===== config.mk =====
export PLATFORM = sky130hd
export DESIGN_NAME = tsnb_addr_gen
export DESIGN_NICKNAME = d
export VERILOG_FILES = /design/src/texture_sampler_nearest_bilinear_assert.svh /design/src/tsnb_pkg.sv /design/src/tsnb_addr_gen.sv
export SDC_FILE = /design/constraint.sdc
export NUM_CORES = 2
export LEC_CHECK = 0
export BUFFER_PORTS_ARGS = -buffer_cell sky130_fd_sc_hd__buf_2
export CAP_MARGIN = 10
export CELL_PAD_IN_SITES_DETAIL_PLACEMENT = 1
export CELL_PAD_IN_SITES_GLOBAL_PLACEMENT = 2
export CORE_UTILIZATION = 30
export DETAILED_ROUTE_END_ITERATION = 6
export PLACE_DENSITY = 0.67
export SYNTH_ARGS = -nofsm -noshare
export SYNTH_HDL_FRONTEND = slang
export SYNTH_SLANG_ARGS = --single-unit

===== constraint.sdc =====
create_clock -name clk -period 7.5 [get_ports clk]
set_input_delay 1.5 -clock clk [delete_from_list [all_inputs] [get_ports clk]]
set_output_delay 1.5 -clock clk [all_outputs]
set_load 0.05 [all_outputs]

===== src/texture_sampler_nearest_bilinear_assert.svh =====
`ifndef TEXTURE_SAMPLER_NEAREST_BILINEAR_ASSERT_SVH
`define TEXTURE_SAMPLER_NEAREST_BILINEAR_ASSERT_SVH

// Check that cons holds in the same cycle as ante.
`define TSNB_ASSERT_SAME(lbl, clk, rst_n, ante, cons) \
	lbl: assert property (@(posedge clk) disable iff (!rst_n) (ante) |-> (cons)) \
		else $error("tsnb same-cycle check failed");

// Check that cons holds in the cycle after ante.
`define TSNB_ASSERT_NEXT(lbl, clk, rst_n, ante, cons) \
	lbl: assert property (@(posedge clk) disable iff (!rst_n) (ante) |=> (cons)) \
		else $error("tsnb next-cycle check failed");

`endif


===== src/tsnb_pkg.sv =====
package tsnb_pkg;

	localparam int DIM_BITS   = 9;
	localparam int COORD_BITS = 16;
	localparam int ADDR_BITS  = 16;
	localparam int CH_BITS    = 8;
	localparam int NUM_CH     = 3;
	localparam int TEXEL_BITS = NUM_CH * CH_BITS;
	localparam int MEM_DEPTH  = 1 << ADDR_BITS;

	// integer part of a coordinate product, with sign
	localparam int POS_W = DIM_BITS + 1;
	localparam int EXT_W = DIM_BITS + 2;

	localparam int NUM_TAPS = 4;
	localparam int TAP_BITS = 2;
	localparam logic [TAP_BITS-1:0] TAP_LAST_NEAREST  = 2'd0;
	localparam logic [TAP_BITS-1:0] TAP_LAST_BILINEAR = 2'd3;

	// result queue and the credit count that keeps it from overflowing
	localparam int FIFO_DEPTH = 4;
	localparam int PTR_BITS   = 2;
	localparam int CNT_BITS   = 3;

	localparam int MAX_WIDTH_DEF   = 256;
	localparam int MAX_HEIGHT_DEF  = 256;
	localparam int WEIGHT_BITS_DEF = 8;

	// 0.5 in unsigned 0.16
	localparam logic [COORD_BITS-1:0] HALF_COORD = 16'h8000;

	localparam logic CMD_WRITE  = 1'b0;
	localparam logic CMD_SAMPLE = 1'b1;

	localparam int APB_DATA_BITS = 32;
	localparam int PADDR_BITS    = 4;
	localparam int REG_IDX_BITS  = 2;
	localparam logic [REG_IDX_BITS-1:0] REG_TEX_WIDTH  = 2'd0;
	localparam logic [REG_IDX_BITS-1:0] REG_TEX_HEIGHT = 2'd1;
	localparam logic [REG_IDX_BITS-1:0] REG_BILINEAR   = 2'd2;

	typedef struct packed {
		logic [CH_BITS-1:0] red;
		logic [CH_BITS-1:0] green;
		logic [CH_BITS-1:0] blue;
	} texel_t;

	typedef struct packed {
		logic write;
		logic bil;
	} req_ctl_t;

	typedef struct packed {
		logic first;
		logic last;
	} tap_tag_t;

	// clamp a signed position into 0..dim-1
	function automatic logic [DIM_BITS-1:0] clamp_dim(
		input logic signed [EXT_W-1:0] p,
		input logic [DIM_BITS-1:0] dim
	);
		logic signed [EXT_W-1:0] top;
		top = signed'(EXT_W'(dim - DIM_BITS'(1)));
		if (p[EXT_W-1]) begin
			clamp_dim = '0;
		end else if (p > top) begin
			clamp_dim = dim - DIM_BITS'(1);
		end else begin
			clamp_dim = p[DIM_BITS-1:0];
		end
	endfunction

endpackage


===== src/tsnb_addr_gen.sv =====
module tsnb_addr_gen #(
	parameter int MAX_WIDTH   = tsnb_pkg::MAX_WIDTH_DEF,
	parameter int MAX_HEIGHT  = tsnb_pkg::MAX_HEIGHT_DEF,
	parameter int WEIGHT_BITS = tsnb_pkg::WEIGHT_BITS_DEF
) (
	input  logic clk,
	input  logic arst_n,
	input  logic in_valid,
	output logic in_ready,
	input  logic in_cmd,
	input  logic [tsnb_pkg::ADDR_BITS-1:0] in_addr,
	input  tsnb_pkg::texel_t in_texel,
	input  logic [tsnb_pkg::COORD_BITS-1:0] in_u,
	input  logic [tsnb_pkg::COORD_BITS-1:0] in_v,
	input  logic [tsnb_pkg::DIM_BITS-1:0] tex_width,
	input  logic [tsnb_pkg::DIM_BITS-1:0] tex_height,
	input  logic bilinear,
	output logic out_valid,
	input  logic out_ready,
	output tsnb_pkg::req_ctl_t out_ctl,
	output logic [tsnb_pkg::NUM_TAPS-1:0][tsnb_pkg::ADDR_BITS-1:0] out_addr,
	output logic [tsnb_pkg::NUM_TAPS-1:0][2*WEIGHT_BITS:0] out_wt,
	output tsnb_pkg::texel_t out_texel
);
	import tsnb_pkg::*;

	localparam int WT_W   = 2 * WEIGHT_BITS + 1;
	localparam int PROD_W = COORD_BITS + DIM_BITS;
	localparam int DX_W   = PROD_W + 1;
	localparam int SUM_W  = 2 * DIM_BITS + 1;
	localparam logic [WEIGHT_BITS:0] ONE = {1'b1, {WEIGHT_BITS{1'b0}}};

	function automatic logic [ADDR_BITS-1:0] lin_addr(
		input logic [2*DIM_BITS-1:0] rw,
		input logic signed [POS_W-1:0] c
	);
		logic signed [SUM_W-1:0] s;
		s = signed'({1'b0, rw}) + SUM_W'(c);
		lin_addr = s[SUM_W-1] ? '0 : s[ADDR_BITS-1:0];
	endfunction

	logic [DIM_BITS-1:0] w, h;

	always_comb begin
		if (tex_width == '0) begin
			w = DIM_BITS'(1);
		end else if (32'(tex_width) > MAX_WIDTH) begin
			w = DIM_BITS'(MAX_WIDTH);
		end else begin
			w = tex_width;
		end
		if (tex_height == '0) begin
			h = DIM_BITS'(1);
		end else if (32'(tex_height) > MAX_HEIGHT) begin
			h = DIM_BITS'(MAX_HEIGHT);
		end else begin
			h = tex_height;
		end
	end

	logic valid_s1, valid_s2, valid_s3, valid_s4;
	logic ready_s1, ready_s2, ready_s3, ready_s4;

	assign ready_s4 = !valid_s4 || out_ready;
	assign ready_s3 = !valid_s3 || ready_s4;
	assign ready_s2 = !valid_s2 || ready_s3;
	assign ready_s1 = !valid_s1 || ready_s2;
	assign in_ready = ready_s1;

	// stage 1: captured request
	logic cmd_s1, bil_s1;
	logic [ADDR_BITS-1:0] addr_s1;
	texel_t texel_s1;
	logic [COORD_BITS-1:0] u_s1, v_s1;

	// stage 2: coordinate times size
	logic cmd_s2, bil_s2;
	logic [ADDR_BITS-1:0] addr_s2;
	texel_t texel_s2;
	logic [PROD_W-1:0] pu_s2, pv_s2;

	// stage 3: clamped columns and rows, fractions
	logic cmd_s3, bil_s3;
	logic [ADDR_BITS-1:0] addr_s3;
	texel_t texel_s3;
	logic [DIM_BITS-1:0] r0_s3, r1_s3;
	logic signed [POS_W-1:0] c0_s3, c1_s3;
	logic [WEIGHT_BITS-1:0] fx_s3, fy_s3;

	// stage 4: linear addresses and weights
	logic cmd_s4, bil_s4;
	logic [NUM_TAPS-1:0][ADDR_BITS-1:0] addr_s4;
	logic [NUM_TAPS-1:0][WT_W-1:0] wt_s4;
	texel_t texel_s4;

	always_ff @(posedge clk or negedge arst_n) begin
		if (!arst_n) begin
			valid_s1 <= 1'b0;
			valid_s2 <= 1'b0;
			valid_s3 <= 1'b0;
			valid_s4 <= 1'b0;
		end else begin
			if (ready_s1) valid_s1 <= in_valid;
			if (ready_s2) valid_s2 <= valid_s1;
			if (ready_s3) valid_s3 <= valid_s2;
			if (ready_s4) valid_s4 <= valid_s3;
		end
	end

	// stage 3 arithmetic
	logic [DX_W-1:0] dx, dy;
	logic signed [POS_W-1:0] x0, y0;
	logic signed [EXT_W-1:0] x1, y1;
	logic [DIM_BITS-1:0] cl_c0, cl_c1, cl_r0, cl_r1, nrow;
	logic signed [POS_W-1:0] ncol;

	always_comb begin
		dx = {1'b0, pu_s2} - DX_W'(HALF_COORD);
		dy = {1'b0, pv_s2} - DX_W'(HALF_COORD);
		x0 = signed'(dx[DX_W-1:COORD_BITS]);
		y0 = signed'(dy[DX_W-1:COORD_BITS]);
		x1 = EXT_W'(x0) + EXT_W'(1);
		y1 = EXT_W'(y0) + EXT_W'(1);
		cl_c0 = clamp_dim(EXT_W'(x0), w);
		cl_c1 = clamp_dim(x1, w);
		cl_r0 = h - DIM_BITS'(1) - clamp_dim(EXT_W'(y0), h);
		cl_r1 = h - DIM_BITS'(1) - clamp_dim(y1, h);
		// a zero product rounds down to the column left of the image
		ncol = (pu_s2 == '0) ? '1 : signed'({1'b0, pu_s2[PROD_W-1:COORD_BITS]});
		nrow = h - DIM_BITS'(1) - pv_s2[PROD_W-1:COORD_BITS];
	end

	// stage 4 arithmetic
	logic [2*DIM_BITS-1:0] rw0, rw1;
	logic [WEIGHT_BITS:0] wx0, wx1, wy0, wy1;
	logic [2*WEIGHT_BITS+1:0] pw0, pw1, pw2, pw3;

	always_comb begin
		rw0 = r0_s3 * w;
		rw1 = r1_s3 * w;
		wx0 = ONE - {1'b0, fx_s3};
		wx1 = {1'b0, fx_s3};
		wy0 = ONE - {1'b0, fy_s3};
		wy1 = {1'b0, fy_s3};
		pw0 = wx0 * wy0;
		pw1 = wx1 * wy0;
		pw2 = wx0 * wy1;
		pw3 = wx1 * wy1;
	end

	always_ff @(posedge clk) begin
		if (ready_s1 && in_valid) begin
			cmd_s1   <= in_cmd;
			bil_s1   <= bilinear;
			addr_s1  <= in_addr;
			texel_s1 <= in_texel;
			u_s1     <= in_u;
			v_s1     <= in_v;
		end
		if (ready_s2 && valid_s1) begin
			cmd_s2   <= cmd_s1;
			bil_s2   <= bil_s1;
			addr_s2  <= addr_s1;
			texel_s2 <= texel_s1;
			pu_s2    <= u_s1 * w;
			pv_s2    <= v_s1 * h;
		end
		if (ready_s3 && valid_s2) begin
			cmd_s3   <= cmd_s2;
			bil_s3   <= bil_s2;
			addr_s3  <= addr_s2;
			texel_s3 <= texel_s2;
			if (bil_s2) begin
				r0_s3 <= cl_r0;
				r1_s3 <= cl_r1;
				c0_s3 <= signed'({1'b0, cl_c0});
				c1_s3 <= signed'({1'b0, cl_c1});
				fx_s3 <= dx[COORD_BITS-1 -: WEIGHT_BITS];
				fy_s3 <= dy[COORD_BITS-1 -: WEIGHT_BITS];
			end else begin
				// nearest: single tap, full weight
				r0_s3 <= nrow;
				r1_s3 <= nrow;
				c0_s3 <= ncol;
				c1_s3 <= ncol;
				fx_s3 <= '0;
				fy_s3 <= '0;
			end
		end
		if (ready_s4 && valid_s3) begin
			cmd_s4   <= cmd_s3;
			bil_s4   <= bil_s3;
			texel_s4 <= texel_s3;
			addr_s4[0] <= (cmd_s3 == CMD_WRITE) ? addr_s3 : lin_addr(rw0, c0_s3);
			addr_s4[1] <= lin_addr(rw0, c1_s3);
			addr_s4[2] <= lin_addr(rw1, c0_s3);
			addr_s4[3] <= lin_addr(rw1, c1_s3);
			wt_s4[0] <= pw0[WT_W-1:0];
			wt_s4[1] <= pw1[WT_W-1:0];
			wt_s4[2] <= pw2[WT_W-1:0];
			wt_s4[3] <= pw3[WT_W-1:0];
		end
	end

	assign out_valid     = valid_s4;
	assign out_ctl.write = (cmd_s4 == CMD_WRITE);
	assign out_ctl.bil   = bil_s4;
	assign out_addr      = addr_s4;
	assign out_wt        = wt_s4;
	assign out_texel     = texel_s4;

endmodule


After elaboration in Yosys (flattened, before gate mapping). Index checks and enable logic that the tools add are counted.

Multiplexer cells: 19. Bitwise gates (word level): 1. $mul: 8. Reduce and logical (&&, ||, !) cells: 15. $lt $le $gt $ge: 6. $add $sub $neg: 17.

Operator list (number): 9-bit 2-to-1 mux (16); 19-bit by 10-bit adder with 19-bit output (4); 25-bit by 16-bit subtractor with 26-bit output, second input constant (2); 16-bit by 9-bit multiplier with 25-bit output (2); 9-bit by 9-bit multiplier with 18-bit output (2); 16-bit 2-to-1 mux (2); 9-bit subtractor (3); 25-bit logical NOT (1); 10-bit by 2-bit adder with 11-bit output, second input constant (2); 11-bit by 10-bit > comparator with 1-bit output (2); 10-bit > comparator (2); 9-bit by 1-bit subtractor with 10-bit output, second input constant (2); 9-bit > comparator, second input constant (2); 9-bit logical NOT (2); 9-bit by 1-bit subtractor with 9-bit output, second input constant (2); 9-bit by 8-bit subtractor with 9-bit output, first input constant (2); 8-bit by 9-bit multiplier with 17-bit output (1); 9-bit by 8-bit multiplier with 17-bit output (1); 9-bit by 9-bit multiplier with 17-bit output (1); 8-bit by 8-bit multiplier with 16-bit output (1); 10-bit 2-to-1 mux (1); 1-bit logical AND (4); 1-bit logical NOT (4); 1-bit logical OR (4); 1-bit inverter (1).

Output and inout port bits: 160. Bits in registers: 422. Word-level logic and storage cells: 112.

Depth between registers and ports, before layout.
Word-level depth: 9. Depth in mapped cells: 32. Gate-level depth less buffers: 30.

Least setup slack after synthesis. OpenSTA, ideal clock, no wires.

Path kind: in2reg. From: input port out_ready. To: register bil_s4, enable pin. Path slack: -1.568 ns. Data arrival time: 8.380 ns. Library setup time: 0.688 ns. Buffers on the path: 0. Stages: 2. Cells stage by stage: nor2b_1 > nor2b_1.

Word-level cells in the longest chain between the ends: 2.

RTL lines: start, declared (line tsnb_addr_gen.sv:19) `input logic out_ready,`; 1-bit logical OR (line tsnb_addr_gen.sv:64) `assign ready_s4 = !valid_s4 || out_ready;`; 1-bit logical AND (line tsnb_addr_gen.sv:190) `if (ready_s4 && valid_s3) begin`; end signal, assigned (line tsnb_addr_gen.sv:192) `bil_s4 <= bil_s3;`; end, declared (line tsnb_addr_gen.sv:91) `logic cmd_s4, bil_s4;`.

Every way passes these cells. A chain may end at the register's enable or synchronous reset.

Worst setup path after layout.
From: input port tex_width[3] in the netlist's numbering. To: register addr_s4, in the netlist out_addr[49], data pin.

Word-level cells in the longest chain between the ends: 5. Elaborated cells between the ends (all ways): 6.

RTL lines: start, declared (line tsnb_addr_gen.sv:15) `input logic [tsnb_pkg::DIM_BITS-1:0] tex_width,`; 9-bit > comparator (line tsnb_addr_gen.sv:47) `end else if (32'(tex_width) > MAX_WIDTH) begin`; 9-bit 2-to-1 mux (line tsnb_addr_gen.sv:47); 9-bit 2-to-1 mux (*) (line tsnb_addr_gen.sv:45) `if (tex_width == '0) begin`; 9-bit by 9-bit multiplier with 18-bit output (*) (line tsnb_addr_gen.sv:140) `rw1 = r1_s3 * w;`; 19-bit by 10-bit adder with 19-bit output (*) (line tsnb_addr_gen.sv:38) `s = signed'({1'b0, rw}) + SUM_W'(c);`; end, declared (line tsnb_addr_gen.sv:92) `logic [NUM_TAPS-1:0][ADDR_BITS-1:0] addr_s4;`.

Mark *: on every way between the ends. The rest lies on a longest branch, timed or not.

==> flow_metrics.env <==
export IMPL_status="complete, but fails checks"
export IMPL_failed_checks="setup timing"
export IMPL_path_buf_inv=9
export IMPL_ant_nets=0
export IMPL_fmax_mhz=133
export IMPL_hpwl_mm=93.7
export IMPL_cts_tree="done"
export IMPL_rsz0062_at_grt="yes"
export IMPL_ios=256
export IMPL_cp_start_kind="input port"
export IMPL_syn_area_per_cell_sq_um=10.1
export IMPL_r2r_slack_ns=0.80
export IMPL_worstPathArrival_ns=7.92
export IMPL_post_route_min_period_ns=7.54
export IMPL_ys_ff_latch=411
export IMPL_grt_pass1_wl_mm=183
export IMPL_clock_latency_ns=0.65
export IMPL_die_y_microns=374
export IMPL_slowest_stage="fa_1"
export IMPL_yosys_area_top_type="edfxtp_1"
export IMPL_rows=136
export IMPL_post_synth_instance_area_sq_um=41600
export IMPL_fp_dieW_microns=374
export IMPL_core_sq_um=137000
export IMPL_relSlewSlack=0.282
export IMPL_cp_top_family="adder cells"
export IMPL_place_gp_congestion=0.821
export IMPL_r2r_cells=26
export IMPL_period_share=1.01
export IMPL_remaining_drc_errors=0
export IMPL_post_drt_wl_per_cell_microns=18.3
export IMPL_skew_ns=0.0301
export IMPL_cp_depth=35
export IMPL_clkTransAtPathRegs_ns=0.06
export IMPL_port_buffers=254
export IMPL_worstHoldEndpoint="texel_s3[3]$_DFFE_PP_"
export IMPL_worstHoldPathType="reg -> reg"
export IMPL_worst_slack_ns=-0.0400
export IMPL_drive_gt1_frac=0.147
export IMPL_cts_max_path_buffers=3
export IMPL_finalHoldViolCount=0
export IMPL_crit_path_max_incr_delay_ns=0.51
export IMPL_setup_viol=24
export IMPL_path_max_fanout=8
export IMPL_root_buffer="clkbuf_16"
export IMPL_drv_slew=0
export IMPL_yosysMostFrequentCell="inv_1"
export IMPL_rr_endpoint="r1_s3[8]$_DFFE_PP_"
export IMPL_grt_overflow=0
export IMPL_finalNetCount=5474
export IMPL_ys_warn_count=0
export IMPL_crit_type="in -> reg"
export IMPL_ys_seq_area_frac=0.296
export IMPL_reg2reg_from="pv_s2[15]$_DFFE_PP_"
export IMPL_synth_edf_count=407
export IMPL_min_from="texel_s2[3]$_DFFE_PP_"
export IMPL_grt_usage=0.166
export IMPL_async_flop_share=0.00973
export IMPL_grt_max_degree=139
export IMPL_endpoint_kind="register"
export IMPL_antenna_found_initial=4
export IMPL_start_util=0.302
export IMPL_cts_made_buffers=52
export IMPL_via_per_inst=4.65
export IMPL_critPathRequiredTime_ns=7.88
export IMPL_drtIter0Drc=1091
export IMPL_syn_instance_count=4113
export IMPL_synth_area_leaders="edfxtp_1 29%, fa_1 23%, ha_1 13%, inv_1 6.2%, nand2_1 4.7%"
export IMPL_dieArea_sq_um=140000
export IMPL_synthFlopType="edfxtp_1"
export IMPL_diodes=0
export IMPL_drt_pre_antenna_iters=4
export IMPL_grt_pass1_vias=32000
export IMPL_wirelength_mm=115
export IMPL_clock_sinks=411
export IMPL_synth_top_area_frac=0.294
export IMPL_synth_common_cells="687 x inv_1, 521 x nand2_1, 473 x fa_1, 437 x ha_1, 407 x edfxtp_1"
export IMPL_fin_tns_setup_ns=-0.457
export IMPL_cts_max_level=2
export IMPL_synth_cell_types=72
export IMPL_maxCapViolations=0
export IMPL_whs_path_depth=0
export IMPL_tightest_slew_ns=1.08
export IMPL_via_count=29300
export IMPL_area_growth_pct=16.8
-- worst max path at each step --
stage                                 end          from  slack (ns)
2_1_floorplan  out_addr[27]$_SDFFCE_PP0P_  tex_width[3]       -0.33
3_3_place_gp   out_addr[47]$_SDFFCE_PP0P_  tex_width[3]       -0.73
3_5_place_dp   out_addr[47]$_SDFFCE_PP0P_  tex_width[3]       -0.92
4_1_cts             out_addr[5]$_DFFE_PP_  tex_width[3]        0.01
5_1_grt        out_addr[49]$_SDFFCE_PP0P_  tex_width[3]       -0.31
6_report       out_addr[49]$_SDFFCE_PP0P_  tex_width[3]       -0.04
-- cell families (layout without fill, tap and decap cells) --
group	after synthesis	after routing	share of synthesized area
AND/OR/NAND/NOR	1242	1242	0.144
adder cells (fa/ha/maj)	910	910	0.359
buffers and inverters	847	1240	0.0770
AO/OA/AOI/OAI	455	455	0.0695
flip-flops	411	411	0.296
XOR/XNOR	224	224	0.0478
multiplexers	22	22	0.00542
other	2	7	0.000181
-- per-stage QoR --
stage	instances	cell area, sq um	setup WS, ns	util	hold WS, ns
after floorplan	4118	41800	-0.332	-	0.400
after global placement	6194	46300	-0.726	0.337	0.401
after detailed placement	6194	46300	-0.920	0.337	0.405
after CTS	6295	48100	0.0101	0.350	0.411
after global routing	6305	48600	-0.309	0.353	0.403
final	6305	48600	-0.0400	0.353	0.406
-- registers in the layout, summed over array words and instances, names as in the netlist, 10 cells and up --
register   flops
c1_s3         10
texel_s1      24
out_texel     24
u_s1          16
addr_s3       16
pv_s2         17
texel_s3      24
addr_s1       16
out_wt        64
v_s1          16
out_addr      64
texel_s2      24
addr_s2       16
pu_s2         25
-- layer usage --
metal	share of wire	vias up	track usage
met1	0.48	14900	0.227
met3	0.029	107	0.0197
met2	0.47	330	0.282
met5	0.00011	-	0
li1	-	14000	-
met4	0.017	2	0.0336
-- final cells by class --
| type | instances | area (sq um) |
|---|---|---|
| clock buffers | 60 | 1350 |
| repair buffers | 455 | 3050 |
| fillers | 15500 | 88900 |
| inverters | 688 | 2580 |
| flip-flops and latches | 411 | 12300 |
| well taps | 1794 | 2240 |
| multi-input cells | 2860 | 26600 |
| clock inverters | 37 | 374 |
-- what timing repair did --
action / 4_1_cts / 5_1_grt
endpoints found under the setup margin: 64 / 64
buffers inserted: 3 / 9
gates cloned: 1 / 1
hold buffers: 0 / 0
pin swaps: 8 / 38
gates resized for setup: 7 / 79
-- layout by cell type (no fill, tap or decap), types with 50 or more instances in the layout --
cell type  synthesis  routed
ha_1             437     428
inv_1            687     678
nand2_1          521     514
buf_4              5     178
o21ai_0          101      95
nor2_1           159     145
a21oi_1          127     122
clkbuf_16          0      55
nor3_1            54      50
xnor2_1          144     140
fa_1             473     470
edfxtp_1         407     407
a21o_1            64      64
buf_2              2     252
and2_1           303     299
xor2_1            78      74
Power is not shown: default switching activity piles up to over one toggle a cycle in this logic, so the estimate is an artifact.
