## config.mk

```make
export PLATFORM = sky130hd
export DESIGN_NAME = tsnb_blend
export DESIGN_NICKNAME = d
export VERILOG_FILES = /design/src/tsnb_pkg.sv /design/src/tsnb_blend.sv
export VERILOG_INCLUDE_DIRS = /design/src /design/src/src
export SDC_FILE = /design/constraint.sdc
export NUM_CORES = 1
export LEC_CHECK = 0
export BUFFER_PORTS_ARGS = -buffer_cell sky130_fd_sc_hd__buf_2
export CORE_ASPECT_RATIO = 0.5
export CORE_MARGIN = 2
export CORE_UTILIZATION = 50
export DETAILED_ROUTE_END_ITERATION = 16
export PLACE_DENSITY = 0.69
export SETUP_SLACK_MARGIN = 0.4
export SLEW_MARGIN = 10
export SYNTH_ARGS = -nofsm -noshare
export SYNTH_HDL_FRONTEND = slang
export SYNTH_SLANG_ARGS = --single-unit
```

## constraint.sdc

```tcl
create_clock -name clk -period 3.61 [get_ports clk]
set_clock_uncertainty 0.1 [all_clocks]
set_input_delay 0.1805 -clock clk [delete_from_list [all_inputs] [get_ports clk]]
set_output_delay 0.1805 -clock clk [all_outputs]
set_load 0.03 [all_outputs]
```

## src/texture_sampler_nearest_bilinear_assert.svh

```systemverilog
`ifndef TEXTURE_SAMPLER_NEAREST_BILINEAR_ASSERT_SVH
`define TEXTURE_SAMPLER_NEAREST_BILINEAR_ASSERT_SVH

// Check that cons holds in the same cycle as ante.
`define TSNB_ASSERT_SAME(lbl, clk, rst_n, ante, cons) \
	lbl: assert property (@(posedge clk) disable iff (!rst_n) (ante) |-> (cons)) \
		else $error("tsnb same-cycle check failed");

// Check that cons holds in the cycle after ante.
`define TSNB_ASSERT_NEXT(lbl, clk, rst_n, ante, cons) \
	lbl: assert property (@(posedge clk) disable iff (!rst_n) (ante) |=> (cons)) \
		else $error("tsnb next-cycle check failed");

`endif

```

## src/tsnb_pkg.sv

```systemverilog
package tsnb_pkg;

	localparam int DIM_BITS   = 9;
	localparam int COORD_BITS = 16;
	localparam int ADDR_BITS  = 16;
	localparam int CH_BITS    = 8;
	localparam int NUM_CH     = 3;
	localparam int TEXEL_BITS = NUM_CH * CH_BITS;
	localparam int MEM_DEPTH  = 1 << ADDR_BITS;

	// integer part of a coordinate product, with sign
	localparam int POS_W = DIM_BITS + 1;
	localparam int EXT_W = DIM_BITS + 2;

	localparam int NUM_TAPS = 4;
	localparam int TAP_BITS = 2;
	localparam logic [TAP_BITS-1:0] TAP_LAST_NEAREST  = 2'd0;
	localparam logic [TAP_BITS-1:0] TAP_LAST_BILINEAR = 2'd3;

	// result queue and the credit count that keeps it from overflowing
	localparam int FIFO_DEPTH = 4;
	localparam int PTR_BITS   = 2;
	localparam int CNT_BITS   = 3;

	localparam int MAX_WIDTH_DEF   = 256;
	localparam int MAX_HEIGHT_DEF  = 256;
	localparam int WEIGHT_BITS_DEF = 8;

	// 0.5 in unsigned 0.16
	localparam logic [COORD_BITS-1:0] HALF_COORD = 16'h8000;

	localparam logic CMD_WRITE  = 1'b0;
	localparam logic CMD_SAMPLE = 1'b1;

	localparam int APB_DATA_BITS = 32;
	localparam int PADDR_BITS    = 4;
	localparam int REG_IDX_BITS  = 2;
	localparam logic [REG_IDX_BITS-1:0] REG_TEX_WIDTH  = 2'd0;
	localparam logic [REG_IDX_BITS-1:0] REG_TEX_HEIGHT = 2'd1;
	localparam logic [REG_IDX_BITS-1:0] REG_BILINEAR   = 2'd2;

	typedef struct packed {
		logic [CH_BITS-1:0] red;
		logic [CH_BITS-1:0] green;
		logic [CH_BITS-1:0] blue;
	} texel_t;

	typedef struct packed {
		logic write;
		logic bil;
	} req_ctl_t;

	typedef struct packed {
		logic first;
		logic last;
	} tap_tag_t;

	// clamp a signed position into 0..dim-1
	function automatic logic [DIM_BITS-1:0] clamp_dim(
		input logic signed [EXT_W-1:0] p,
		input logic [DIM_BITS-1:0] dim
	);
		logic signed [EXT_W-1:0] top;
		top = signed'(EXT_W'(dim - DIM_BITS'(1)));
		if (p[EXT_W-1]) begin
			clamp_dim = '0;
		end else if (p > top) begin
			clamp_dim = dim - DIM_BITS'(1);
		end else begin
			clamp_dim = p[DIM_BITS-1:0];
		end
	endfunction

endpackage

```

## src/tsnb_blend.sv

```systemverilog
module tsnb_blend #(
	parameter int WEIGHT_BITS = tsnb_pkg::WEIGHT_BITS_DEF
) (
	input  logic clk,
	input  logic arst_n,
	input  logic rd_valid,
	input  tsnb_pkg::tap_tag_t rd_tag,
	input  logic [2*WEIGHT_BITS:0] rd_wt,
	input  tsnb_pkg::texel_t rd_texel,
	output logic out_valid,
	input  logic out_ready,
	output tsnb_pkg::texel_t out_texel
);
	import tsnb_pkg::*;

	localparam int WT_W   = 2 * WEIGHT_BITS + 1;
	localparam int PROD_W = CH_BITS + WT_W;
	localparam int ACC_W  = 2 * WEIGHT_BITS + CH_BITS;
	localparam logic [ACC_W-1:0] ROUND = ACC_W'(1) << (2 * WEIGHT_BITS - 1);

	logic [NUM_CH-1:0][CH_BITS-1:0] ch_in;
	logic [NUM_CH-1:0][PROD_W-1:0] prod;
	logic [NUM_CH-1:0][ACC_W-1:0] acc_next;
	logic [NUM_CH-1:0][CH_BITS-1:0] result;

	logic valid_s6;
	tap_tag_t tag_s6;
	logic [NUM_CH-1:0][ACC_W-1:0] prod_s6;
	logic [NUM_CH-1:0][ACC_W-1:0] acc_q;

	texel_t fifo_q [FIFO_DEPTH];
	logic [PTR_BITS-1:0] wr_ptr_q, rd_ptr_q;
	logic [CNT_BITS-1:0] count_q;
	logic push, pop;

	assign ch_in = rd_texel;

	always_comb begin
		for (int c = 0; c < NUM_CH; c++) begin
			prod[c] = ch_in[c] * rd_wt;
			// rounding constant rides in with the first tap
			acc_next[c] = tag_s6.first ? (prod_s6[c] + ROUND) : (acc_q[c] + prod_s6[c]);
			result[c] = acc_next[c][ACC_W-1 -: CH_BITS];
		end
	end

	assign push      = valid_s6 && tag_s6.last;
	assign pop       = out_valid && out_ready;
	assign out_valid = (count_q != '0);
	assign out_texel = fifo_q[rd_ptr_q];

	always_ff @(posedge clk or negedge arst_n) begin
		if (!arst_n) begin
			valid_s6 <= 1'b0;
			wr_ptr_q <= '0;
			rd_ptr_q <= '0;
			count_q  <= '0;
		end else begin
			valid_s6 <= rd_valid;
			if (push) wr_ptr_q <= wr_ptr_q + PTR_BITS'(1);
			if (pop) rd_ptr_q <= rd_ptr_q + PTR_BITS'(1);
			if (push && !pop) begin
				count_q <= count_q + CNT_BITS'(1);
			end else if (!push && pop) begin
				count_q <= count_q - CNT_BITS'(1);
			end
		end
	end

	always_ff @(posedge clk) begin
		tag_s6 <= rd_tag;
		for (int c = 0; c < NUM_CH; c++) begin
			prod_s6[c] <= prod[c][ACC_W-1:0];
		end
		if (valid_s6) acc_q <= acc_next;
		if (push) fifo_q[wr_ptr_q] <= result;
	end

`include "texture_sampler_nearest_bilinear_assert.svh"

	`TSNB_ASSERT_SAME(a_no_overflow, clk, arst_n, push, count_q < CNT_BITS'(FIFO_DEPTH) || pop)
	`TSNB_ASSERT_SAME(a_count_bound, clk, arst_n, 1'b1, count_q <= CNT_BITS'(FIFO_DEPTH))
	`TSNB_ASSERT_NEXT(a_push_grows, clk, arst_n, push && !pop, count_q == $past(count_q) + 1'b1)

endmodule
```

### Word-level counts from Yosys, hierarchy flattened

Memories as Yosys holds them, arrays and structs flattened.
Index checks and enable logic that the tools add are counted.

| cells by class | value |
|---|---|
| $add $sub $neg | 10 |
| $mul | 3 |
| muxes and demuxes | 7 |
| reductions and logical operators | 8 |

Operators with widths:

| cell | count |
|---|---|
| $add A24 B16 Y24 const B | 3 |
| $add A24 B24 Y24 | 3 |
| $mul A8 B17 Y24 | 3 |
| $mux W24 | 3 |
| $mux W3 | 2 |
| $add A2 B1 Y2 const B | 2 |
| $logic_and A1 B1 Y1 | 4 |
| $add A3 B1 Y3 const B | 1 |
| $reduce_bool A3 Y1 | 1 |
| $sub A3 B1 Y3 const B | 1 |
| $logic_not A1 Y1 | 2 |
| $mux W1 | 2 |
| $reduce_bool A2 Y1 | 1 |

| word-level totals | value |
|---|---|
| flip-flop bits (word level) | 154 |
| bits in writable memories | 96 |
| bits of input ports | 47 |
| output and inout port bits | 25 |
| word-level logic and storage cells | 41 |
| memories kept | 1 |

Memories:

| memory | words | width | read ports | clocked after Yosys merged registers in | wr ports | RTL line | source |
|---|---|---|---|---|---|---|---|
| fifo_q | 4 | 24 | 1 | 0 | 1 | tsnb_blend.sv:31 | `texel_t fifo_q [FIFO_DEPTH];` |

### Depth between registers and ports, before layout

Gate-level depths: netlist of run 1.

| logic depth | value |
|---|---|
| depth in word-level cells | 5 |
| gate-level depth with buffers | 19 |
| gate-level depth less buffers | 17 |

### Worst setup path after synthesis of run 1

OpenSTA, ideal clock, no wires.

| path | value |
|---|---|
| path type | in2reg |
| start | input port rd_texel[18] (netlist name) |
| end | register prod_s6[68] (netlist name) |
| setup time | 0.079 ns |
| arrival time | 4.311 ns |
| required time | 3.431 ns |
| path slack | -0.880 ns |
| stages | 16 |
| path buffers | 1 |
| cells stage by stage | clkbuf_1 and2_1 fa_1 fa_1 fa_1 inv_1 fa_1 inv_1 ha_1 a21o_1 a21o_1 a21o_1 a311oi_1 o21a_2 or4b_1 o211ai_1 |

RTL lines:

| what | RTL line | source |
|---|---|---|
| start, declared | tsnb_blend.sv:9 | `input tsnb_pkg::texel_t rd_texel,` |
| end signal, assigned by index | tsnb_blend.sv:73 | `prod_s6[c] <= prod[c][ACC_W-1:0];` |
| end, declared | tsnb_blend.sv:28 | `logic [NUM_CH-1:0][ACC_W-1:0] prod_s6;` |

==> flow_metrics.tcl, run 1 <==
set metrics [dict create \
    outcome "complete, but fails checks" \
    failed_checks "setup timing" \
    maxCapViolCount 0 \
    r2r_start "acc_q[48]" \
    seq_area_frac_synth_pct 26.7 \
    dieArea_sq_um 52200 \
    timing.final.crit_period_ns 3.91 \
    drt_pre_antenna_iters 5 \
    leakage_power_nw 14.3 \
    slowest_delay_ns 0.54 \
    synth.ff_latch_count 250 \
    p_clk_share_pct 9.6 \
    count_of_flip_flops_with_a_built_in_enable_after_synthesis 168 \
    drive_above_1_share_pct 27.2 \
    die_h_um 163 \
    grt_usage_pct 23.7 \
    post_drt_via_cell_ratio 5.37 \
    min_delay_worst_endpoint "prod_s6[0]" \
    fmax_ghz 0.255 \
    arrival_ns 4.31 \
    max-vdd-ir-drop_v 0.000583 \
    crit_fanout 6 \
    worst_r2r_path_depth 10 \
    final_net_count 3403 \
    worst_hold_path_type "in -> reg" \
    worst_r2r_endpoint "acc_q[66]" \
    worstSetupStartpointType "input pin" \
    antenna-diode-count 0 \
    timing.hold.ws_ns 0.0318 \
    final.period_utilization_pct 108 \
    hold_viol_final 0 \
    start_util_pct 50.4 \
    setup_tns_ns -4.15 \
    syn-instance-count 2531 \
    worstPathCellList "buf_12, buf_4, buf_6, and2_4, fa_2, fa_1, fa_1, inv_1, fa_1, inv_2, ha_4, a211o_4, o31ai_4, o21a_2, or4b_4, o211ai_1" \
    post_synth_main_area_contributors "sky130_fd_sc_hd__fa_1 (22%), sky130_fd_sc_hd__edfxtp_1 (20%), sky130_fd_sc_hd__ha_1 (10%)" \
    final_max_slew_viol_count 0 \
    cpMaxStageDelayCell "sky130_fd_sc_hd__fa_1" \
    dpl-instance-area_sq_um 28700 \
    grt_pass1_vias 19500 \
    ff2ff_setup_slack_ns 0.55 \
    drcViolationCount 0 \
    yosys-top-cells-count "sky130_fd_sc_hd__and2_1 (331), sky130_fd_sc_hd__inv_1 (322), sky130_fd_sc_hd__fa_1 (271)" \
    fin_area_sq_um 31800 \
    num_io_pins 72 \
    most_frequent_cp_cell "sky130_fd_sc_hd__fa_1" \
    syn_area_per_cell_sq_um 9.94 \
    worstSkewPairLatency_ns 0.58 \
    route.detailed.wl_per_inst_um 17.3 \
    io_buffer_count 71 \
    combinationalPowerShare_pct 72.4 \
    tritoncts "done" \
    synth_top_cell_by_area "sky130_fd_sc_hd__fa_1" \
    worst_hold_path.num_cells 4 \
    power.net_switching_mw 13.5 \
    crit_path_end_kind "flip-flop" \
    synth_fp_nets 3055 \
    fp.coreArea_sq_um 49900 \
    max_slew_margin_pct 27.1 \
    grt_setup_unrepaired "true" \
    cp_data_required_time_ns 4.01 \
    synthArstFlopShare_pct 3.20 \
    synth-main-ff-cell "sky130_fd_sc_hd__edfxtp_1" \
    grt_antenna_before_repair 0 \
    synthesis_to_layout_area_growth_pct 26.6 \
    cpLargestDelayFamily "adder cells" \
    dieWidth_um 321 \
    drt_iter0_markers 1106 \
    htreeDepth 1 \
    yosys.cell_count.top_type "sky130_fd_sc_hd__and2_1" \
    clockBufferDepth 3 \
    synth_area_sq_um 25200 \
    max_slew.worst_pin.slew_ns 1.09 \
    critical_path_buf_inv_count 5 \
    placementRows 58 \
    crit_type "in -> reg" \
    postRouteWirelength_um 61500 \
    hold_path_startpoint "rd_wt[0]" \
    detailroute.via_count 19100 \
    yosys.cell_types.count 78 \
    final_core_utilization_pct 63.8 \
    yosysWarnings 0 \
    cell_at_the_root_of_the_clock_tree "sky130_fd_sc_hd__clkbuf_16" \
    grt_overflow 0 \
    clkSinkCount 250 \
    gp_congestion 0.889 \
    internal-power_mw 17.2 \
    clk_pin_slew_worst_paths_ns 0.06 \
    layout_setup_ws_ns -0.304 \
    p_seq_share_pct 18.0 \
    grt_pass1_wl_um 99500 \
    netlist.area_leader.share_pct 21.6 \
    power_density_cells_nw_per_um2 965 \
    swShare_pct 43.9 \
    dp_hpwl_um 46200 \
    grt_max_degree 89 \
    final-setup-viol-count 32 \
    route.antenna.remaining_nets 0 \
    numCtsBuffers 27 \
]
==> flip-flops by register name, indices dropped and copies added, names as in the netlist <==
register,count
tag_s6,2
fifo_q,96
wr_ptr_q,2
count_q,3
acc_q,72
valid_s6,1
prod_s6,72
rd_ptr_q,2
==> cell type report <==
type / count / area (sq um)
well taps: 660 / 826
repair buffers: 423 / 3820
fillers: 3873 / 18100
clock inverters: 20 / 221
flip-flops and latches: 250 / 6730
inverters: 323 / 1210
multi-input cells: 1854 / 18300
clock buffers: 30 / 729
==> routing by layer <==
layer / share of wire [%] / up-vias / track usage [%]
met2: 45 / 451 / 37.9
met3: 6.2 / 71 / 4.02
met1: 47 / 9402 / 34.3
li1: - / 9176 / -
met5: 0 / - / 0
met4: 1.7 / 0 / 4.16
==> worst min-delay path: stages <==
cell and delay [ns]:
sky130_fd_sc_hd__buf_2 0.13, sky130_fd_sc_hd__buf_12 0.14, sky130_fd_sc_hd__buf_12 0.11, sky130_fd_sc_hd__and2_1 0.11
==> power groups by stage <==
stage,Sequential (mW),Combinational [mW],Clock (mW)
3_3_place_gp,5.55,18.8,0
2_1_floorplan,5.22,13.6,0
6_report,5.54,22.2,2.95
4_1_cts,5.52,20.7,3.00
5_1_grt,5.64,24.5,3.12
3_5_place_dp,5.56,19.1,0
==> worst max path at each step <==
stage               depth (start not counted)    startpoint          end  slack (ns)
global route                               16      rd_wt[4]  prod_s6[68]       -0.39
floorplan                                  16  rd_texel[23]  prod_s6[68]       -0.71
finish                                     16      rd_wt[4]  prod_s6[68]       -0.30
global placement                           17      rd_wt[5]  prod_s6[46]       -0.86
detailed placement                         17      rd_wt[5]  prod_s6[23]       -0.94
CTS                                        16  rd_texel[19]  prod_s6[68]       -0.20
==> what timing repair did <==
action,4_1_cts,5_1_grt
pin swaps,120,101
setup endpoints to repair,51,112
buffers inserted,37,21
resized for setup,252,125
gates cloned,7,1
endpoints found under the hold margin,15,0
hold buffers,8,0
==> cell usage in the layout (no fill, tap or decap), types with 11 or more instances in the layout <==
cell type                   instances
sky130_fd_sc_hd__nor3_1            12
sky130_fd_sc_hd__a21oi_2           22
sky130_fd_sc_hd__a21oi_1           74
sky130_fd_sc_hd__buf_2             42
sky130_fd_sc_hd__xnor2_1           79
sky130_fd_sc_hd__xor2_1            42
sky130_fd_sc_hd__mux4_2            24
sky130_fd_sc_hd__o211ai_1          15
sky130_fd_sc_hd__nor2b_1           19
sky130_fd_sc_hd__nand2b_1          14
sky130_fd_sc_hd__nand2_1          185
sky130_fd_sc_hd__buf_6             70
sky130_fd_sc_hd__ha_1             172
sky130_fd_sc_hd__nand4_1           13
sky130_fd_sc_hd__dfxtp_1           73
sky130_fd_sc_hd__and2_1           269
sky130_fd_sc_hd__buf_4            266
sky130_fd_sc_hd__fa_2              24
sky130_fd_sc_hd__inv_1            296
sky130_fd_sc_hd__o21a_1            25
sky130_fd_sc_hd__edfxtp_1         168
sky130_fd_sc_hd__nor2_1            71
sky130_fd_sc_hd__and2_4            62
sky130_fd_sc_hd__nand3_1           46
sky130_fd_sc_hd__buf_12            22
sky130_fd_sc_hd__nand2_2           11
sky130_fd_sc_hd__a21o_1            55
sky130_fd_sc_hd__fa_1             247
sky130_fd_sc_hd__clkbuf_16         30
sky130_fd_sc_hd__ha_4              33
sky130_fd_sc_hd__o21ai_1           18
sky130_fd_sc_hd__and3_1            15
sky130_fd_sc_hd__o21ai_0           72
sky130_fd_sc_hd__a211oi_1          13
sky130_fd_sc_hd__inv_2             26
==> kinds of logic after synthesis <==
kind of cell               count (synthesis)  synth area share (%)
and+or+nand+nor                          786                  16.6
buffers and inverters                    427                  6.40
DFF                                      250                  26.7
muxes                                     34                  2.57
AOI/OAI and AO/OA                        423                  11.2
xor gates and xnor gates                 134                  4.67
adders and majority gates                477                  31.8
==> through the flow <==
stage / std cells / power [mW] / setup WS (ns)
after floorplan: 2531 / 18.8 / -0.708
final: 3560 / 30.7 / -0.304
after global routing: 3560 / 33.2 / -0.387
after CTS: 3538 / 29.2 / -0.204
after global placement: 3436 / 24.3 / -0.865
after detailed placement: 3436 / 24.7 / -0.944
(Power assumes the default switching activity.)
==> run 2: changes to the inputs <==
ABC_AREA = 1   (was unset)
==> run 2 against run 1 <==
  * Final area increased by 11%
  * Clock-buffer cell count up 3
  * Synthesized area rose by 9.6%
  * Core utilization up 1.5 points
  * Die area rose by 9.4%
  * The run now ends clean
  * Highest routed layer unchanged
  * Synthesized cell count grew 50%
  * Global-route usage increased by 2.6 points
  * Hold slack better by 0.0029 ns
  * Wire length is 23% higher
==> flow_metrics.tcl, run 2 <==
set metrics [dict create \
    cpLargestDelayFamily "adder cells" \
    synth_top_cell_by_area "sky130_fd_sc_hd__fa_1" \
    drt_pre_antenna_iters 6 \
    layout_setup_ws_ns 0.0216 \
    yosysWarnings 0 \
    count_of_flip_flops_with_a_built_in_enable_after_synthesis 168 \
    power_density_cells_nw_per_um2 998 \
    cell_at_the_root_of_the_clock_tree "sky130_fd_sc_hd__clkbuf_16" \
    maxCapViolCount 0 \
    worstSkewPairLatency_ns 0.56 \
    swShare_pct 50.3 \
    layout_commonest_cell "sky130_fd_sc_hd__nand2_1" \
    reg_top3 "fifo_q (96), acc_q (72), prod_s6 (72)" \
    hold_viol_final 0 \
    max_slew_margin_pct 30.4 \
    worstSetupStartpointType "input pin" \
    clkSinkCount 250 \
    timing.final.crit_period_ns 3.59 \
    post_drt_via_cell_ratio 5.03 \
    start_util_pct 50.9 \
    numCtsBuffers 26 \
    leakage_power_nw 19.5 \
    synth.ff_latch_count 250 \
    combinationalPowerShare_pct 77.0 \
    route.antenna.remaining_nets 0 \
    p_clk_share_pct 7.6 \
    route.detailed.wl_per_inst_um 15.3 \
    detailroute.via_count 24700 \
    crit_type "in -> reg" \
    grt_most_used_layer "met1" \
    yosys-top-cells-count "sky130_fd_sc_hd__nand2_1 (1201), sky130_fd_sc_hd__inv_1 (933), sky130_fd_sc_hd__fa_1 (271)" \
    worstPathCellList "buf_12, buf_12, buf_8, nand2_4, fa_1, fa_1, inv_2, fa_1, inv_1, fa_1, inv_2, ha_4, nand2_2, nand2_2, nand2_2, nand2_2, a21oi_4, inv_2, nand3_2, nand2_2, xor2_2" \
    drive_above_1_share_pct 22.8 \
    p_seq_share_pct 15.4 \
    critical_path_buf_inv_count 7 \
    tritoncts "done" \
    drcViolationCount 0 \
    grt.met3_usage_pct 4.09 \
    synth-main-ff-cell "sky130_fd_sc_hd__edfxtp_1" \
    grt_max_degree 75 \
    grt_antenna_before_repair 0 \
    grt_pass1_wl_um 121000 \
    final_core_utilization_pct 65.3 \
    postRouteWirelength_um 75400 \
    commonest_non_fill_non_tap_cells_in_the_layout "sky130_fd_sc_hd__nand2_1 (1068), sky130_fd_sc_hd__inv_1 (840), sky130_fd_sc_hd__buf_4 (279)" \
    met2_usage_in_global_routing_pct 39.8 \
    yosys.cell_count.top_type "sky130_fd_sc_hd__nand2_1" \
    final-setup-viol-count 0 \
    num_io_pins 72 \
    antenna-diode-count 0 \
    clk_pin_slew_worst_paths_ns 0.06 \
    max-vdd-ir-drop_v 0.000718 \
    htreeDepth 1 \
    outcome "completed" \
    worst_hold_path_type "in -> reg" \
    max_slew.worst_pin.slew_ns 1.04 \
    final_max_slew_viol_count 0 \
    synth_area_sq_um 27600 \
    grt_usage_pct 26.2 \
    gp_congestion 0.935 \
    seq_area_frac_synth_pct 24.4 \
    power.net_switching_mw 17.7 \
    crit_fanout 6 \
    final_net_count 4673 \
    largest_register_ffs 96 \
    io_buffer_count 71 \
    dp_slack_ns -0.712 \
    syn_area_per_cell_sq_um 7.27 \
    grt_pass1_vias 23800 \
    drt_iter0_markers 1977 \
    cpMaxStageDelayCell "sky130_fd_sc_hd__fa_1" \
    grt_setup_unrepaired "true" \
    die_h_um 170 \
    grt_overflow 0 \
    fp.coreArea_sq_um 54100 \
    clockBufferDepth 3 \
    arrival_ns 3.93 \
    placementRows 60 \
    m1_gr_usage_pct 39.8 \
    synth_fp_nets 4316 \
    internal-power_mw 17.5 \
    cp_data_required_time_ns 3.95 \
    synthesis_to_layout_area_growth_pct 28.2 \
    dieArea_sq_um 57100 \
    largest-register "fifo_q" \
    synthArstFlopShare_pct 3.20 \
    fmax_ghz 0.279 \
    netlist.area_leader.share_pct 19.7 \
    crit_path_end_kind "flip-flop" \
    yosys.cell_types.count 41 \
    final.period_utilization_pct 99.4 \
    dieWidth_um 336 \
    post_synth_main_area_contributors "sky130_fd_sc_hd__fa_1 (20%), sky130_fd_sc_hd__edfxtp_1 (18%), sky130_fd_sc_hd__nand2_1 (16%)" \
    dp_hpwl_um 57200 \
    slowest_delay_ns 0.54 \
    most_frequent_cp_cell "sky130_fd_sc_hd__nand2_2" \
    syn-instance-count 3792 \
]
## run 2: cell count changes in the layout (fill, tap and decap cells not counted), sizes merged, moves of 24 or more
cell,change
mux4,-24
inv,+614
and2,-328
xnor2,-66
nand3,+126
a21o,-50
nand2,+1012
o21a,-26
nor2,+109
## run 2: kinds of logic after synthesis
kind of cell	Yosys count	synth area share, %
flip-flops	250	24.4
adder cells (fa/ha/maj)	477	29.0
AND/OR/NAND/NOR	1688	24.9
XOR/XNOR	63	2.00
AO/OA/AOI/OAI	264	5.23
multiplexers	1	0.0409
buffers and inverters	1049	14.3
## run 2: metrics by stage
step | std cells | total power [mW] | instance area [sq um] | TNS (ns) | hold slack, ns
after global routing | 4913 | 38.1 | 35300 | -0.182 | 0.0421
after detailed placement | 4790 | 27.5 | 31700 | -22.39 | -0.0678
after CTS | 4896 | 32.5 | 34200 | 0 | 0.0128
after global placement | 4790 | 27.1 | 31700 | -19.97 | -0.0711
after floorplan | 3792 | 20.1 | 28800 | -2.43 | -0.215
final | 4913 | 35.3 | 35300 | 0 | 0.0346
## run 2: repair_timing
action                     CTS  global route
setup buffers               48            17
cloned                       2             0
pin swaps                  149           121
hold buffers                 8             0
setup endpoints to repair   47            48
resized for setup          316           274
hold endpoints to repair    16             0
## run 2: power groups by stage
stage	logic, mW	registers [mW]	clock network (mW)
global placement	21.7	5.41	0
finish	27.1	5.42	2.70
floorplan	15.1	5.00	0
detailed placement	22.1	5.42	0
global route	29.7	5.50	2.85
CTS	24.4	5.38	2.74
## run 2: tightest hold or removal path: stages
cell                      delay [ns]
sky130_fd_sc_hd__buf_2          0.18
sky130_fd_sc_hd__buf_4          0.17
sky130_fd_sc_hd__nand2_1        0.06
sky130_fd_sc_hd__inv_1          0.03
## run 2: metal layers
metal / wire [um] / vias up
li1: - / 12100
met1: 36400 / 11800
met2: 32000 / 721
met3: 5670 / 95
met4: 1270 / 0
met5: 0 / -
## run 2: worst paths after layout
path / start / to / slack, ns / cells past startpoint
setup / recovery: rd_texel[5] / prod_s6[18] / 0.02 / 21
hold / removal: rd_texel[0] / prod_s6[0] / 0.03 / 4
setup reg to reg: prod_s6[0] / fifo_q[2][0] / 1.11 / 13
hold reg to reg: prod_s6[0] / acc_q[0] / 0.43 / 2
max in group asynchronous: arst_n / valid_s6 / 2.62 / 3
min in group asynchronous: arst_n / wr_ptr_q[0] / 0.49 / 3
## run 2: layout make-up
class,count,area [sq um]
clock buffer,33,697
clock inverter,15,155
fill,4446,18800
inverter,936,3520
multi-input combinational,2493,19200
sequential,250,6730
tap,744,931
timing repair buffer,442,4110
